--- src/hdl/bdh_pkg.sv ---
// ----------------------------------------------------------------------------
// bdh_pkg: shared types and constants for the button debouncer
// Per-button state entry, phase and event codes, register indexes and sizes.
// ----------------------------------------------------------------------------
package bdh_pkg;

    localparam int BUTTONS     = 6;
    localparam int BTN_IW      = (BUTTONS > 1) ? $clog2(BUTTONS) : 1;
    localparam int PIN_W       = 6;
    localparam int TICK_W      = 10;
    localparam int CFG_W       = 10;
    localparam int OUT_IDX_W   = 3;
    localparam int S_TDATA_W   = 8;
    localparam int M_TDATA_W   = 8;

    localparam logic [TICK_W-1:0] TICK_MAX       = {TICK_W{1'b1}};
    localparam logic [CFG_W-1:0]  DEBOUNCE_RESET = CFG_W'(1);
    localparam logic [CFG_W-1:0]  HOLD_RESET     = CFG_W'(15);

    typedef enum logic [1:0] {
        PH_RELEASED = 2'd0,
        PH_DEBOUNCE = 2'd1,
        PH_HELD     = 2'd2
    } t_phase;

    typedef enum logic [1:0] {
        EV_PRESS   = 2'd0,
        EV_HOLD    = 2'd1,
        EV_RELEASE = 2'd2
    } t_evcode;

    typedef enum logic [0:0] {
        CFG_DEBOUNCE = 1'b0,
        CFG_HOLD     = 1'b1
    } t_cfg_reg;

    typedef struct packed {
        t_phase              phase;
        logic [TICK_W-1:0]   ticks;
    } t_entry;

    localparam t_entry ENTRY_RESET = '{phase: PH_RELEASED, ticks: '0};

    typedef struct packed {
        logic [OUT_IDX_W-1:0] idx;
        t_evcode              code;
    } t_event;

    typedef struct packed {
        t_entry  entry;
        logic    ev;
        t_evcode code;
    } t_step_res;

    // Button number as carried on the output: the low bits of the index.
    function automatic logic [OUT_IDX_W-1:0] to_out_idx(input logic [BTN_IW-1:0] idx);
        logic [BTN_IW+OUT_IDX_W-1:0] w;
        w = {{OUT_IDX_W{1'b0}}, idx};
        return w[OUT_IDX_W-1:0];
    endfunction

endpackage

--- src/hdl/bdh_state_mem.sv ---
// ----------------------------------------------------------------------------
// bdh_state_mem: per-button state memory
// One write and one registered read per cycle, with valid bits for reset and
// write-to-read forwarding when both ports address the same entry.
// ----------------------------------------------------------------------------
module bdh_state_mem
    import bdh_pkg::*;
(
    input  logic              i_clk,
    input  logic              i_rst_n,
    input  logic              i_rd_en,
    input  logic [BTN_IW-1:0] i_rd_addr,
    input  logic              i_wr_en,
    input  logic [BTN_IW-1:0] i_wr_addr,
    input  t_entry            i_wr_data,
    output t_entry            o_rd_data
);

    t_entry               r_mem [BUTTONS];
    logic [BUTTONS-1:0]   r_valid;
    t_entry               r_rd_data;

    always_ff @(posedge i_clk) begin
        if (i_wr_en) begin
            r_mem[i_wr_addr] <= i_wr_data;
        end
    end

    always_ff @(posedge i_clk) begin
        if (!i_rst_n) begin
            r_valid <= '0;
        end else if (i_wr_en) begin
            r_valid[i_wr_addr] <= 1'b1;
        end
    end

    // An entry never written since reset reads as released with a zero count.
    always_ff @(posedge i_clk) begin
        if (i_rd_en) begin
            if (i_wr_en && (i_wr_addr == i_rd_addr)) begin
                r_rd_data <= i_wr_data;
            end else if (r_valid[i_rd_addr]) begin
                r_rd_data <= r_mem[i_rd_addr];
            end else begin
                r_rd_data <= ENTRY_RESET;
            end
        end
    end

    assign o_rd_data = r_rd_data;

endmodule

--- src/hdl/bdh_step.sv ---
// ----------------------------------------------------------------------------
// bdh_step: per-button phase update
// Works out the next phase and count of one button and the event it gives.
// ----------------------------------------------------------------------------
module bdh_step
    import bdh_pkg::*;
(
    input  t_entry            i_entry,
    input  logic              i_pressed,
    input  logic [CFG_W-1:0]  i_debounce,
    input  logic [CFG_W-1:0]  i_hold,
    output t_step_res         o_res
);

    logic [TICK_W-1:0] w_inc;

    always_comb begin
        w_inc = (i_entry.ticks < TICK_MAX) ? i_entry.ticks + 1'b1 : i_entry.ticks;

        o_res.entry = i_entry;
        o_res.ev    = 1'b0;
        o_res.code  = EV_PRESS;

        case (i_entry.phase)
            PH_DEBOUNCE: begin
                if (!i_pressed) begin
                    o_res.entry.phase = PH_RELEASED;
                    o_res.ev          = (i_entry.ticks > i_debounce);
                    o_res.code        = EV_PRESS;
                end else begin
                    o_res.entry.ticks = w_inc;
                    if (w_inc > i_hold) begin
                        o_res.entry.phase = PH_HELD;
                        o_res.ev          = 1'b1;
                        o_res.code        = EV_HOLD;
                    end
                end
            end
            PH_HELD: begin
                if (!i_pressed) begin
                    o_res.entry.phase = PH_RELEASED;
                    o_res.ev          = 1'b1;
                    o_res.code        = EV_RELEASE;
                end
            end
            default: begin
                o_res.entry.phase = PH_RELEASED;
                if (i_pressed) begin
                    o_res.entry.phase = PH_DEBOUNCE;
                    o_res.entry.ticks = '0;
                end
            end
        endcase
    end

endmodule

--- src/hdl/bdh_evt_out.sv ---
// ----------------------------------------------------------------------------
// bdh_evt_out: event holding stage and output register
// Keeps the newest event back until it is known whether it ends its tick,
// then passes it to the master-side register, with the last flag set only
// if it closes its tick.
module bdh_evt_out
    import bdh_pkg::*;
(
    input  logic                  i_clk,
    input  logic                  i_rst_n,
    input  logic                  i_push,
    input  t_event                i_event,
    input  logic                  i_end,
    output logic                  o_can_take,
    output logic                  o_tvalid,
    input  logic                  i_tready,
    output t_event                o_event,
    output logic                  o_last
);

    logic   r_h_valid, n_h_valid;
    logic   r_h_final, n_h_final;
    t_event r_h_evt,   n_h_evt;
    logic   r_o_valid, n_o_valid;
    t_event r_o_evt,   n_o_evt;
    logic   r_o_last,  n_o_last;

    logic   w_o_free;
    logic   w_h_move;

    always_comb begin
        w_o_free = !r_o_valid || i_tready;
        // The held event leaves once it is known to close its tick, or when a
        // newer event of the same tick displaces it.
        w_h_move = r_h_valid && w_o_free && (r_h_final || i_push);

        n_o_valid = r_o_valid;
        n_o_evt   = r_o_evt;
        n_o_last  = r_o_last;
        if (w_h_move) begin
            n_o_valid = 1'b1;
            n_o_evt   = r_h_evt;
            n_o_last  = r_h_final;
        end else if (i_tready) begin
            n_o_valid = 1'b0;
        end

        n_h_valid = r_h_valid;
        n_h_final = r_h_final;
        n_h_evt   = r_h_evt;
        if (i_push) begin
            n_h_valid = 1'b1;
            n_h_final = i_end;
            n_h_evt   = i_event;
        end else if (w_h_move) begin
            n_h_valid = 1'b0;
            n_h_final = 1'b0;
        end else if (i_end && r_h_valid) begin
            n_h_final = 1'b1;
        end
    end

    always_ff @(posedge i_clk) begin
        if (!i_rst_n) begin
            r_h_valid <= 1'b0;
            r_h_final <= 1'b0;
            r_o_valid <= 1'b0;
        end else begin
            r_h_valid <= n_h_valid;
            r_h_final <= n_h_final;
            r_o_valid <= n_o_valid;
        end
    end

    always_ff @(posedge i_clk) begin
        r_h_evt  <= n_h_evt;
        r_o_evt  <= n_o_evt;
        r_o_last <= n_o_last;
    end

    assign o_can_take = !r_h_valid || w_o_free;
    assign o_tvalid   = r_o_valid;
    assign o_event    = r_o_evt;
    assign o_last     = r_o_last;

endmodule

--- src/hdl/button_debounce_hold_events.sv ---
// ----------------------------------------------------------------------------
// button_debounce_hold_events: debouncer with press, hold and release events
// Scans the buttons of each tick through a state memory and emits events.
// ----------------------------------------------------------------------------
// Each slave-side transfer is one scan tick: tdata[5:0] holds the raw pin
// levels, active low, one bit per button. Every button is visited in turn,
// one a cycle unless the scan stalls, by reading its phase and count from the
// state memory, updating them and writing them back; the next tick is taken
// in the cycle its last button is read. The tick's transfer is registered,
// then each button's read is issued and registered in the state memory
// before its update; the newest event is then held back until a later event
// of the same tick or the end of the tick shows whether it carries tlast.
// Events leave in ascending button order on the master side, one a cycle
// while the receiver keeps up: tdata button index, tuser event code, tlast
// on the final event of the tick. A tick without events gives no transfer.
// When the receiver stalls, one event waits in the output register and one
// in the holding stage; the scan then stops at the next button that gives an
// event until space frees up, and the tick input stalls with it. Reset sets
// every button to released with a zero count and the limits to their
// defaults; no clearing pass is needed.
// The user must write the limits through the configuration port only while
// idle; the block itself does not enforce it.
// ----------------------------------------------------------------------------
module button_debounce_hold_events
    import bdh_pkg::*;
(
    input  logic                  i_clk,
    input  logic                  i_rst_n,
    input  logic                  i_s_tvalid,
    output logic                  o_s_tready,
    input  logic [S_TDATA_W-1:0]  i_s_tdata,  // [5:0] pin_levels
    output logic                  o_m_tvalid,
    input  logic                  i_m_tready,
    output logic [M_TDATA_W-1:0]  o_m_tdata,  // [2:0] button_index
    output logic [1:0]            o_m_tuser,  // [1:0] event_code
    output logic                  o_m_tlast,  // last_event
    input  logic                  i_cfg_we,
    input  t_cfg_reg              i_cfg_idx,
    input  logic [CFG_W-1:0]      i_cfg_data
);

    logic [CFG_W-1:0]  r_debounce;
    logic [CFG_W-1:0]  r_hold;

    logic              r_busy,  n_busy;
    logic [BTN_IW-1:0] r_cnt,   n_cnt;
    logic [PIN_W-1:0]  r_levels, n_levels;

    logic              r_b_valid, n_b_valid;
    logic [BTN_IW-1:0] r_b_idx,   n_b_idx;
    logic              r_b_pressed, n_b_pressed;
    logic              r_b_end,   n_b_end;

    logic [BUTTONS+PIN_W-1:0] w_lvl_ext;
    logic [BUTTONS-1:0]       w_pressed;
    logic                     w_issue;
    logic                     w_scan_last;
    logic                     w_accept;
    logic                     w_b_adv;
    logic                     w_can_take;
    t_entry                   w_rd_data;
    t_step_res                w_res;
    t_event                   w_new_evt;
    t_event                   w_out_evt;

    always_ff @(posedge i_clk) begin
        if (!i_rst_n) begin
            r_debounce <= DEBOUNCE_RESET;
            r_hold     <= HOLD_RESET;
        end else if (i_cfg_we) begin
            case (i_cfg_idx)
                CFG_DEBOUNCE: r_debounce <= i_cfg_data;
                CFG_HOLD:     r_hold     <= i_cfg_data;
                default:      ;
            endcase
        end
    end

    // Buttons beyond the pin field read as level low, that is pressed.
    assign w_lvl_ext = {{BUTTONS{1'b0}}, r_levels};
    assign w_pressed = ~w_lvl_ext[BUTTONS-1:0];

    always_comb begin
        w_b_adv     = r_b_valid && (!w_res.ev || w_can_take);
        w_issue     = r_busy && (!r_b_valid || w_b_adv);
        w_scan_last = (r_cnt == BTN_IW'(BUTTONS - 1));
        o_s_tready  = !r_busy || (w_issue && w_scan_last);
        w_accept    = i_s_tvalid && o_s_tready;

        n_busy   = r_busy;
        n_cnt    = r_cnt;
        n_levels = r_levels;
        if (w_accept) begin
            n_busy   = 1'b1;
            n_cnt    = '0;
            n_levels = i_s_tdata[PIN_W-1:0];
        end else if (w_issue) begin
            if (w_scan_last) begin
                n_busy = 1'b0;
            end else begin
                n_cnt = r_cnt + 1'b1;
            end
        end

        n_b_valid   = r_b_valid;
        n_b_idx     = r_b_idx;
        n_b_pressed = r_b_pressed;
        n_b_end     = r_b_end;
        if (w_issue) begin
            n_b_valid   = 1'b1;
            n_b_idx     = r_cnt;
            n_b_pressed = w_pressed[r_cnt];
            n_b_end     = w_scan_last;
        end else if (w_b_adv) begin
            n_b_valid = 1'b0;
        end
    end

    always_ff @(posedge i_clk) begin
        if (!i_rst_n) begin
            r_busy    <= 1'b0;
            r_b_valid <= 1'b0;
        end else begin
            r_busy    <= n_busy;
            r_b_valid <= n_b_valid;
        end
    end

    always_ff @(posedge i_clk) begin
        r_cnt       <= n_cnt;
        r_levels    <= n_levels;
        r_b_idx     <= n_b_idx;
        r_b_pressed <= n_b_pressed;
        r_b_end     <= n_b_end;
    end

    bdh_state_mem u_mem (
        .i_clk     (i_clk),
        .i_rst_n   (i_rst_n),
        .i_rd_en   (w_issue),
        .i_rd_addr (r_cnt),
        .i_wr_en   (w_b_adv),
        .i_wr_addr (r_b_idx),
        .i_wr_data (w_res.entry),
        .o_rd_data (w_rd_data)
    );

    bdh_step u_step (
        .i_entry    (w_rd_data),
        .i_pressed  (r_b_pressed),
        .i_debounce (r_debounce),
        .i_hold     (r_hold),
        .o_res      (w_res)
    );

    assign w_new_evt.idx  = to_out_idx(r_b_idx);
    assign w_new_evt.code = w_res.code;

    bdh_evt_out u_out (
        .i_clk      (i_clk),
        .i_rst_n    (i_rst_n),
        .i_push     (w_b_adv && w_res.ev),
        .i_event    (w_new_evt),
        .i_end      (w_b_adv && r_b_end),
        .o_can_take (w_can_take),
        .o_tvalid   (o_m_tvalid),
        .i_tready   (i_m_tready),
        .o_event    (w_out_evt),
        .o_last     (o_m_tlast)
    );

    assign o_m_tdata = {{(M_TDATA_W - OUT_IDX_W){1'b0}}, w_out_evt.idx};
    assign o_m_tuser = w_out_evt.code;

endmodule
--- config.mk ---
export PLATFORM = sky130hd
export DESIGN_NAME = button_debounce_hold_events
export DESIGN_NICKNAME = d
export VERILOG_FILES = /design/src/hdl/bdh_pkg.sv /design/src/hdl/bdh_state_mem.sv /design/src/hdl/bdh_step.sv /design/src/hdl/bdh_evt_out.sv /design/src/hdl/button_debounce_hold_events.sv
export SDC_FILE = /design/constraint.sdc
export NUM_CORES = 1
export LEC_CHECK = 0
export BUFFER_PORTS_ARGS = -buffer_cell sky130_fd_sc_hd__buf_2
export CAP_MARGIN = 10
export CORE_MARGIN = 5
export CORE_UTILIZATION = 40
export DETAILED_ROUTE_END_ITERATION = 8
export PLACE_DENSITY_LB_ADDON = 0.08
export SETUP_SLACK_MARGIN = 0.3
export SYNTH_ARGS = -nofsm -noshare
export SYNTH_HDL_FRONTEND = slang
export SYNTH_SLANG_ARGS = --single-unit
--- constraint.sdc ---
create_clock -name i_clk -period 5.84 [get_ports i_clk]
set_input_delay 1.168 -clock i_clk [delete_from_list [all_inputs] [get_ports i_clk]]
set_output_delay 1.168 -clock i_clk [all_outputs]
set_load 0.03 [all_outputs]
==> results of run 1 <==
-- registers in the layout, indices dropped and copies added, names as in the netlist, named ones only --
name,flops
r_levels,6
r_b_pressed,1
u_out.o_event,5
r_b_valid,1
u_out.o_tvalid,1
u_out.r_h_final,1
r_debounce,10
u_out.r_h_evt,5
u_mem.r_valid,6
r_b_idx,3
u_mem.r_mem,72
u_out.r_h_valid,1
r_hold,10
r_busy,1
u_mem.o_rd_data,12
r_cnt,3
u_out.o_last,1
r_b_end,1
-- final cells by class --
type | count | area, µm² | area share
sequential | 143 | 3924 | 0.5026
multi-input combinational | 349 | 2664 | 0.3412
clock buffer | 20 | 456.7 | 0.05849
tap | 225 | 281.5 | 0.03606
timing repair buffer | 43 | 250.2 | 0.03205
inverter | 39 | 146.4 | 0.01875
clock inverter | 12 | 85.08 | 0.01090
-- power breakdown --
group / total, mW / switching (mW) / internal, mW / leakage (nW)
clock: 0.981 / 0.416 / 0.566 / 0.262
sequential: 1.19 / 0.0508 / 1.14 / 1.29
combinational: 0.269 / 0.153 / 0.116 / 1.37
-- per-layer routing --
layer  wire, µm  share of wire
met5          0              0
met4        194          0.013
met2       7434           0.49
met3        556          0.037
met1       6875           0.46
-- Yosys cell counts (5+ instances only) --
cell type	n	area share
a32o_1	5	0.0073
mux2i_1	17	0.025
inv_1	37	0.020
and2_1	5	0.0046
a21oi_1	34	0.025
nand3_1	9	0.0066
buf_2	7	0.0051
o211ai_1	5	0.0055
nand2b_1	5	0.0046
dfxtp_1	37	0.11
nor2_1	20	0.011
and3_1	6	0.0055
o211a_1	10	0.015
edfxtp_1	106	0.46
nand4_1	6	0.0055
nor2b_1	5	0.0046
mux4_2	14	0.046
buf_4	5	0.0055
o21ai_0	13	0.0095
ha_1	25	0.046
nand2_1	76	0.042
mux2_4	8	0.017
clkbuf_1	17	0.0093
xnor2_1	8	0.010
-- worst reg2reg max path: cells and delay by family, from the launching register on --
kind,cells,cell delay [ns]
AND/OR/NAND/NOR,5,1.31
adder cells (fa/ha/maj),2,0.58
XOR/XNOR,1,0.14
AO/OA/AOI/OAI,4,1.52
buffers and inverters,1,0.25
flip-flops,1,0.49
-- worst max-delay path by stage --
stage                 end  cells after the start          startpoint
5_1_grt        o_s_tready                     13  u_mem.o_rd_data[1]
6_report       o_s_tready                     13  u_mem.o_rd_data[1]
2_1_floorplan  o_s_tready                     13  u_mem.o_rd_data[1]
3_3_place_gp   o_s_tready                     13  u_mem.o_rd_data[1]
3_5_place_dp   o_s_tready                     13  u_mem.o_rd_data[1]
4_1_cts        o_s_tready                     13  u_mem.o_rd_data[1]
-- metrics by stage --
stage,std cells,power [mW],setup WS (ns)
finish,831,2.439,0.6012
global route,831,2.544,0.3414
CTS,828,2.467,0.3129
detailed placement,796,1.482,0.7677
global placement,796,1.475,0.8420
floorplan,563,1.404,0.9381
-- repair_timing --
item,in CTS,in global routing
endpoints found under the setup margin,0,1
setup buffers,0,3
gates resized for setup,0,2
-- logic make-up (layout without fill, tap and decap cells) --
kind of cell	after synthesis	count (layout)	share of synthesized area
compound gates	116	116	0.1293
xor+xnor	9	9	0.01147
fa+ha+maj	25	25	0.04551
buf+inv	71	114	0.04496
flops	143	143	0.5709
mux	42	42	0.09303
other cells	1	5	0.0005456
simple gates	152	152	0.1043
==> key figures, run 1 <==
Run status
  • Outcome: completed

CTS
  • CTS Buf Count: 17
  • H-tree levels: 4
  • CTS root buf: clkbuf_16
  • Sink Count: 143
  • Clk_lat worst skew: 0.42 ns
  • CTS Hold Bufs: 0
  • CTS Buffer Depth: 2
  • TritonCTS clock tree: done
  • Reg clk slew, reported paths: 0.06 ns

Hold path
  • Hold crit path type: reg2reg
  • Hold Crit Depth: 0
  • Hold wc startpoint: u_out.r_h_evt[4]
  • Hold Path Sink: u_out.o_event[4]

Floorplan
  • Core ar.: 0.01706 mm²
  • I/O pin count: 37
  • Initial core utilization: 0.4029
  • Die height: 141.1 µm
  • Row count: 48
  • Die Wd: 141.1 µm
  • Total die area: 0.01990 mm²

Power
  • Max IR drop VDD: 198.4 µV
  • Leak Pwr: 2.927 nW
  • Pwr per Cell Area: 312.4 mW/mm²

Drt
  • Final WL: 15060 µm
  • DR iter-0 viols: 390
  • Antenna-violating nets left: 0
  • Drc violations: 0
  • DR vias: 4458
  • DR vias/cell: 5.365
  • WL/cell: 18.12 µm
  • First-pass detailed-route iteration total: 5

Timing
  • Tmin final: 5.239 ns
  • Max Transition Viols Final: 0
  • Total negative slack: 0 ns
  • RSZ-0062 raised after global routing: no
  • Fin Hold WS: 0.4206 ns
  • Period utilisation layout: 0.8971
  • Worst-margin pin slew: 1.056 ns
  • Relative slew slack: 0.2961
  • Final number of setup-violating endpoints: 0
  • Worst Clk Skew: 0.008161 ns
  • FMAX: 0.1909 GHz
  • Final hold viol count: 0

Worst setup path
  • Crit start category: register
  • Crit path required time: 4.67 ns
  • R2R Path End: u_mem.r_mem[3][8]
  • Critical-path cell list: ha_2 > nand4_1 > nor3_4 > or3_1 > xnor2_1 > ha_1 > nand4_1 > a211oi_2 > a2111oi_4 > o32ai_4 > and2_4 > o21ai_0 > buf_2
  • Crit path top cell by count: nand4_1
  • Max stage delay cell, worst path: a2111oi_4
  • Worst-path maximum fanout: 6
  • Worst path arrival time: 4.07 ns
  • Top delay family on crit path: simple AND/OR/NAND/NOR gates
  • Crit path capture type: output port
  • R2R cell count: 13
  • Worst R2R Start: u_mem.o_rd_data[1]
  • Critical path class: reg2out
  • CP Buf/Inv Count: 1
  • Reg2Reg Setup Slack: 1.24 ns
  • Slowest stage delay, CP: 0.54 ns

Finish
  • Layout Nets: 642
  • Area grow syn2layout: 13.60%
  • Post-route cell area: 0.007807 mm²
  • # diodes: 0
  • Layout cells sized above 1: 0.1914
  • Fillers: 1572
  • Most common cell after layout, fill and taps aside: edfxtp_1
  • Commonest cells after routing, fill and taps aside: edfxtp_1, nand2_1, inv_1, dfxtp_1, a21oi_1
  • Final design utilization: 0.4577

Synthesis
  • Syn avg cell area: 12.29 µm²
  • EDFF count, synth: 106
  • Synth warn: 0
  • Top_reg_cell synth: edfxtp_1
  • Sequential-to-total area share from yosys stat: 0.5709
  • Count of cell types in the netlist: 70
  • Mapped cell area: 0.006873 mm²
  • Post-synth ARST share: 0
  • Mapped Cells: 559
  • Flops & latches, synth: 143

GRT
  • Grt met1 use: 0.1976
  • Initial antenna violation count: 0
  • Largest net degree at the start of global routing: 25
  • Routing usage on met3: 0.03189
  • GRT Total Usage: 0.1554
  • Grt ovf: 0
  • Number of global-route vias before repair: 4430
  • M2 GR Usage: 0.2641
  • Grt peak-use layer: met2
  • First-pass GRT wire length: 23980 µm

Place
  • Placed Area: 0.007234 mm²
  • I/O Buffers: 29
  • RePlAce Congestion: 0.8311
  • DP Wirelength: 10470 µm

Job
  • Number of max-cap violations: 0
Power figures use the tool's default switching activity.
==> inputs of run 2 (changes only) <==
--- a/config.mk
+++ b/config.mk
@@ -5,6 +5,7 @@
 export SDC_FILE = /design/constraint.sdc
 export NUM_CORES = 1
 export LEC_CHECK = 0
+export ABC_AREA = 1
 export BUFFER_PORTS_ARGS = -buffer_cell sky130_fd_sc_hd__buf_2
 export CAP_MARGIN = 10
 export CORE_MARGIN = 5
==> run 2 against run 1 <==
  * Combinational power rose by 54%
  * Final cell count is 15% higher
  * First-iteration DRC count is 43% lower
  * Critical path type unchanged
  * Critical endpoint unchanged
  * Largest power group unchanged
==> key figures, run 2 <==
Place
  • I/O Buffers: 29 (unchanged)
  • RePlAce Congestion: 0.8667 (+4.3%)
  • Pre-CTS WS: 1.643 ns (+0.8752 ns)
  • DP Wirelength: 9866 µm (-5.8%)

Floorplan
  • Die Wd: 140.5 µm (-0.41%)
  • Die height: 140.5 µm (-0.41%)
  • Row count: 47 (-2.1%)
  • Total die area: 0.01974 mm² (-0.83%)
  • Core ar.: 0.01664 mm² (-2.4%)
  • I/O pin count: 37 (unchanged)
  • Initial core utilization: 0.4093 (+0.006344)

Finish
  • Top reg by flops: u_mem.r_mem
  • Commonest cells after routing, fill and taps aside: edfxtp_1, nand2_1, inv_1, nor2_1, a21oi_1
  • Most common cell after layout, fill and taps aside: edfxtp_1
  • Layout cells sized above 1: 0.1432 (-0.04817)
  • Fillers: 1553 (-1.2%)
  • Area grow syn2layout: 13.21%
  • Number of flip-flops in the largest register: 72 (unchanged)
  • # diodes: 0 (unchanged)
  • Layout Nets: 769 (+20%)

Worst setup path
  • Crit start category: register
  • Max stage delay cell, worst path: edfxtp_1
  • CP Buf/Inv Count: 3 (+2)
  • Critical path class: reg2out
  • Slowest stage delay, CP: 0.53 ns (about the same)
  • Crit path capture type: output port
  • Top delay family on crit path: simple AND/OR/NAND/NOR gates
  • Crit path required time: 4.67 ns (about the same)
  • Critical-path cell list: ha_1 > nand3_1 > inv_2 > nand4_4 > inv_2 > nor3_1 > a21oi_2 > ha_1 > nand2_1 > nor2_1 > nand3_1 > nand3_1 > nand3_2 > nand3_4 > nand4_2 > nand2_1 > nand2_1 > buf_2
  • Worst path arrival time: 3.49 ns (-0.58 ns)
  • Worst-path maximum fanout: 9 (+3)

Synthesis
  • Top_reg_cell synth: edfxtp_1
  • Top-area cell type share of the netlist area: 0.4673 (+0.004169)
  • Sequential-to-total area share from yosys stat: 0.5760 (+0.005139)
  • Mapped cell area: 0.006812 mm² (-0.89%)
  • Flops & latches, synth: 143 (unchanged)
  • Synth cell count leaders: edfxtp_1, nand2_1, inv_1
  • Synth area leader: edfxtp_1
  • Synth warn: 0 (unchanged)
  • Count of cell types in the netlist: 44 (-37%)
  • Top-count cell post-synth: edfxtp_1
  • Syn avg cell area: 9.815 µm² (-20%)
  • Post-synth ARST share: 0 (unchanged)
  • Mapped Cells: 694 (+24%)
  • Largest cells by area after synthesis: edfxtp_1, dfxtp_1, nand2_1
  • EDFF count, synth: 106 (unchanged)

CTS
  • TritonCTS clock tree: done
  • CTS Buffer Depth: 2 (unchanged)
  • # Post-CTS Setup Buffers: 0 (unchanged)
  • CTS Hold Bufs: 0 (unchanged)
  • CTS Buf Count: 17 (unchanged)
  • Reg clk slew, reported paths: 0.06 ns (about the same)
  • Clk_lat worst skew: 0.42 ns (about the same)
  • CTS root buf: clkbuf_16
  • Sink Count: 143 (unchanged)
  • H-tree levels: 4 (unchanged)
  • CTS resizes: 0 (unchanged)

Timing
  • Period utilisation layout: 0.7985 (-0.09861)
  • RSZ-0062 raised after global routing: no
  • Worst Clk Skew: 0.008457 ns (+0.0002966 ns)
  • Worst-margin pin slew: 1.127 ns (+0.07145 ns)
  • FMAX: 0.2145 GHz (+12%)
  • Tmin final: 4.663 ns (-0.5759 ns)
  • Final number of setup-violating endpoints: 0 (unchanged)
  • Final hold viol count: 0 (unchanged)
  • Max Transition Viols Final: 0 (unchanged)
  • Fin worst setup slack: 1.177 ns (+0.5759 ns)
  • Total negative slack: 0 ns (unchanged)
  • Relative slew slack: 0.2460 (-0.05007)

Run status
  • Outcome: completed

Power
  • Pwr per Cell Area: 351.0 mW/mm² (+12%)
  • Leak Pwr: 3.092 nW (+5.7%)
  • Max IR drop VDD: 208.8 µV (+5.3%)

Drt
  • First-pass detailed-route iteration total: 5 (unchanged)
  • WL/cell: 14.97 µm (-17%)
  • Final WL: 14270 µm (-5.3%)
  • DR vias: 4776 (+7.1%)
  • Antenna-violating nets left: 0 (unchanged)
  • Drc violations: 0 (unchanged)
  • DR iter-0 viols: 222 (-43%)
  • DR vias/cell: 5.012 (-6.6%)

Hold path
  • Hold crit path type: reg2reg

GRT
  • First-pass GRT wire length: 23050 µm (-3.9%)
  • Grt ovf: 0 (unchanged)
  • GRT Total Usage: 0.1492 (-0.006192)
  • Largest net degree at the start of global routing: 38 (+52%)
  • Initial antenna violation count: 0 (unchanged)
  • Number of global-route vias before repair: 4622 (+4.3%)

Job
  • Number of max-cap violations: 0 (unchanged)
[run 2: cell count changes in the layout (fill, tap and decap cells not counted), sizes merged, moves of 7 or more]
| cell | change |
|---|---|
| mux4 | -14 |
| o211a | -10 |
| nor2 | +53 |
| nand3 | +16 |
| mux2 | -11 |
| mux2i | -17 |
| o21ai | +47 |
| xnor2 | -7 |
| o22ai | +11 |
| a21oi | +26 |
| inv | +57 |
| nand2 | +40 |
| o32ai | +10 |
| buf | -12 |
[run 2: area by class of cell]
type / instances / area, µm² / share of cell area
multi-input cells: 429 / 2392 / 0.3102
repair buffers: 31 / 160.2 / 0.02077
inverters: 98 / 367.9 / 0.04770
clock inverters: 9 / 70.07 / 0.009086
flip-flops and latches: 143 / 3924 / 0.5088
clock buffers: 23 / 521.8 / 0.06766
well taps: 220 / 275.3 / 0.03570
[run 2: final timing paths]
check	start	endpoint	slack, ns	cells after the start
worst min register to register	u_out.r_h_evt[3]	u_out.o_event[3]	0.43	0
worst min-delay path	u_out.r_h_evt[3]	u_out.o_event[3]	0.43	0
worst max register to register	u_mem.o_rd_data[0]	u_mem.o_rd_data[1]	1.82	17
worst max-delay path	u_mem.o_rd_data[0]	o_s_tready	1.18	18
[run 2: metrics by stage]
| stage | utilization | cell area (µm²) | power [mW] | std cells | hold WS, ns |
|---|---|---|---|---|---|
| 2_1_floorplan | - | 6827 | 1.552 | 698 | 0.4003 |
| 3_3_place_gp | 0.4278 | 7119 | 1.660 | 921 | 0.4070 |
| 3_5_place_dp | 0.4278 | 7119 | 1.671 | 921 | 0.4176 |
| 4_1_cts | 0.4633 | 7711 | 2.736 | 953 | 0.4313 |
| 5_1_grt | 0.4633 | 7711 | 2.841 | 953 | 0.4398 |
| 6_report | 0.4633 | 7711 | 2.707 | 953 | 0.4293 |
[run 2: worst reg2reg max path: stages (launching register included)]
cell,delay [ns]
edfxtp_1,0.53
ha_1,0.29
nand3_1,0.19
inv_2,0.08
nand4_4,0.17
inv_2,0.07
nor3_1,0.19
a21oi_2,0.07
ha_1,0.27
nand2_1,0.06
nor2_1,0.14
nand4_1,0.18
nand3_2,0.18
nand3_4,0.10
nand3_2,0.10
nand2_4,0.09
nor3_4,0.86
o21ai_1,0.15
[run 2: layer usage]
| layer | part of all wire | global-route usage | vias to the layer above | wire length, µm |
|---|---|---|---|---|
| met5 | 0 | 0 | - | 0 |
| met1 | 0.46 | 0.1908 | 2260 | 6573 |
| li1 | - | - | 2414 | - |
| met3 | 0.031 | 0.03647 | 24 | 436 |
| met4 | 0.017 | 0.05354 | 0 | 242 |
| met2 | 0.49 | 0.2465 | 78 | 7014 |
[run 2: cells by family (layout without fill, tap and decap cells)]
| group | after synthesis | in the layout | share of synthesized area |
|---|---|---|---|
| compound gates | 161 | 161 | 0.1379 |
| xor+xnor | 7 | 7 | 0.01010 |
| fa+ha+maj | 25 | 25 | 0.04592 |
| buf+inv | 126 | 161 | 0.07494 |
| flops | 143 | 143 | 0.5760 |
| other cells | 1 | 5 | 0.0005505 |
| simple gates | 231 | 231 | 0.1545 |
[run 2: where the power goes]
part / switching, mW / leakage, nW / internal (mW)
registers: 0.0498 / 1.29 / 1.18
logic: 0.280 / 1.52 / 0.135
clock network: 0.429 / 0.284 / 0.636
==> inputs of run 3 (changes only) <==
--- a/config.mk
+++ b/config.mk
@@ -5,7 +5,7 @@
 export SDC_FILE = /design/constraint.sdc
 export NUM_CORES = 1
 export LEC_CHECK = 0
-export ABC_AREA = 1
+export ABC_AREA = 0
 export BUFFER_PORTS_ARGS = -buffer_cell sky130_fd_sc_hd__buf_2
 export CAP_MARGIN = 10
 export CORE_MARGIN = 5
==> constraint.sdc (replaced) <==
create_clock -name i_clk -period 4.45 [get_ports i_clk]
set_input_delay 0.89 -clock i_clk [delete_from_list [all_inputs] [get_ports i_clk]]
set_output_delay 0.89 -clock i_clk [all_outputs]
set_load 0.03 [all_outputs]
==> run 3 against run 2 <==
  * Non-clock buffer count up 37
  * Register-to-register slack worse by 1.3 ns
  * Combinational power down 4%
  * Global-route usage up 1.6 points
  * Worst setup slack worse by 1.0 ns
  * Count of clock-buffer cells in the layout down 5
  * Highest routed layer unchanged
==> key figures, run 3 (same netlist as run 1, synthesis figures left out) <==
CTS
  • H-tree levels: 4 (unchanged)
  • CTS root buf: clkbuf_16
  • CTS Buf Count: 17 (unchanged)
  • Sink Count: 143 (unchanged)
  • TritonCTS clock tree: done
  • Reg clk slew, reported paths: 0.06 ns (about the same)
  • CTS Hold Bufs: 0 (unchanged)
  • Clk_lat worst skew: 0.42 ns (about the same)
  • CTS Buffer Depth: 2 (unchanged)

Place
  • Placed Cells: 810 (-12%)
  • Pre-CTS WS: 0.2428 ns (-1.400 ns)
  • RePlAce Congestion: 0.8717 (+0.58%)
  • I/O Buffers: 29 (unchanged)
  • DP Wirelength: 10830 µm (+9.7%)

Worst setup path
  • Crit path required time: 3.56 ns (-1.11 ns)
  • CP Buf/Inv Count: 2 (-1)
  • Critical path class: reg2out
  • Worst R2R Start: u_mem.o_rd_data[0]
  • Worst setup path start: u_mem.o_rd_data[0]
  • Crit path capture type: output port
  • R2R Path End: u_mem.r_mem[2][0]
  • Max stage delay cell, worst path: edfxtp_1
  • Reg2Reg Setup Slack: 0.53 ns (-1.29 ns)
  • Critical-path cell list: ha_2 > nand4_1 > nor3_4 > or3_4 > xnor2_2 > ha_1 > a21oi_2 > o21ai_2 > a2111oi_4 > buf_4 > o32ai_4 > and2_4 > o21ai_4 > buf_6
  • Worst path arrival time: 3.40 ns (-0.09 ns)
  • R2R cell count: 15 (-2)
  • Crit start category: register
  • Top delay family on crit path: simple AND/OR/NAND/NOR gates
  • Worst-path maximum fanout: 3 (-6)
  • Slowest stage delay, CP: 0.40 ns (-0.13 ns)
  • Crit path depth: 14 (-4)

Finish
  • Final design utilization: 0.4820 (+0.01868)
  • Final std cells w/o fill: 855 (-10%)
  • Most common cell after layout, fill and taps aside: edfxtp_1
  • Commonest cells after routing, fill and taps aside: edfxtp_1, nand2_1, inv_1, dfxtp_1, buf_4
  • Area grow syn2layout: 19.63%
  • Layout cells sized above 1: 0.2571 (+0.1139)
  • # diodes: 0 (unchanged)
  • Number of flip-flops in the largest register: 72 (unchanged)
  • Top reg by flops: u_mem.r_mem
  • Layout Nets: 667 (-13%)

Timing
  • Worst-margin pin slew: 0.8973 ns (-0.2300 ns)
  • Max Transition Viols Final: 0 (unchanged)
  • RSZ-0062 raised after global routing: yes
  • FMAX: 0.2331 GHz
  • Tmin final: 4.290 ns
  • Worst Clk Skew: 0.008895 ns (+0.0004376 ns)
  • Fin worst setup slack: 0.1600 ns (-1.017 ns)
  • Period utilisation layout: 0.9640
  • Relative slew slack: 0.4010 (+0.1550)
  • Final hold viol count: 0 (unchanged)
  • Final number of setup-violating endpoints: 0 (unchanged)
  • Total negative slack: 0 ns (unchanged)

Hold path
  • Hold crit path type: reg2reg
  • Hold wc startpoint: u_out.r_h_evt[3]
  • Hold Path Sink: u_out.o_event[3]
  • Hold Crit Depth: 0 (unchanged)

Run status
  • Outcome: completed

Drt
  • DR iter-0 viols: 340 (+53%)
  • Antenna-violating nets left: 0 (unchanged)
  • DR vias/cell: 5.339 (+6.5%)
  • First-pass detailed-route iteration total: 5 (unchanged)
  • WL/cell: 18.42 µm (+23%)
  • Final WL: 15750 µm (+10%)
  • Drc violations: 0 (unchanged)
  • DR vias: 4565 (-4.4%)

GRT
  • First-pass GRT wire length: 25140 µm (+9.1%)
  • GRT Total Usage: 0.1651 (+0.01592)
  • Number of global-route vias before repair: 4643 (+0.45%)
  • Grt ovf: 0 (unchanged)
  • Initial antenna violation count: 0 (unchanged)
  • Largest net degree at the start of global routing: 25 (-34%)

Floorplan
  • Die Wd: 141.1 µm (+0.42%)
  • I/O pin count: 37 (unchanged)
  • Total die area: 0.01990 mm² (+0.83%)
  • Die height: 141.1 µm (+0.42%)
  • Core ar.: 0.01706 mm² (+2.5%)
  • Row count: 48 (+2.1%)
  • Initial core utilization: 0.4029 (-0.006344)

Power
  • Leak Pwr: 3.119 nW (+0.87%)
  • Pwr per Cell Area: 404.5 mW/mm² (+15%)
  • Max IR drop VDD: 280.3 µV (+34%)

Job
  • Number of max-cap violations: 0 (unchanged)
## run 3: changes by cell type in the layout (fill, tap and decap cells not counted), sizes merged, moves of 16 or more
cell / before / now
nand3: 25 / 9
inv: 98 / 40
a21oi: 62 / 36
nand2: 116 / 76
buf: 31 / 68
nor2: 74 / 21
o21ai: 62 / 15
mux2i: 0 / 17
## run 3: where the power goes
group          switching [mW]  internal [mW]
clock network           0.552          0.822
registers              0.0607           1.49
logic                   0.221          0.178
total                   0.833           2.49
## run 3: stage by stage
step                      hold WS (ns)  area, µm²  power [mW]
after CTS                       0.4217       8104       3.358
after global routing            0.4296       8222       3.474
final                           0.4242       8222       3.326
after floorplan                 0.4003       6902       1.844
after global placement          0.4239       7391       1.949
after detailed placement        0.4074       7391       1.958
## run 3: how the worst max path moves through the flow
stage            endpoint  slack, ns
3_5_place_dp   o_s_tready       0.24
5_1_grt        o_s_tready       0.02
3_3_place_gp   o_s_tready       0.30
4_1_cts        o_s_tready       0.13
2_1_floorplan  o_s_tready       0.27
6_report       o_s_tready       0.16
## run 3: layout make-up
type | instances | area (µm²)
Clock inverter | 13 | 140.1
Timing Repair Buffer | 68 | 485.5
Tap cell | 225 | 281.5
Fill cell | 1532 | 8835
Sequential cell | 143 | 3924
Inverter | 39 | 146.4
Clock buffer | 18 | 429.2
Multi-Input combinational cell | 349 | 2815
## run 3: what timing repair did
item	4_1_cts	5_1_grt
buffers inserted	9	5
gates resized for setup	15	14
gates cloned	0	0
pin swaps	12	12
endpoints found under the setup margin	28	37
## run 3: layer usage
layer | vias to the layer above | share of wire | GRT usage
met5 | - | 0 | 0
met4 | 0 | 0.026 | 0.07139
met3 | 38 | 0.050 | 0.04172
met2 | 111 | 0.48 | 0.2651
met1 | 2220 | 0.45 | 0.2119
li1 | 2196 | - | -
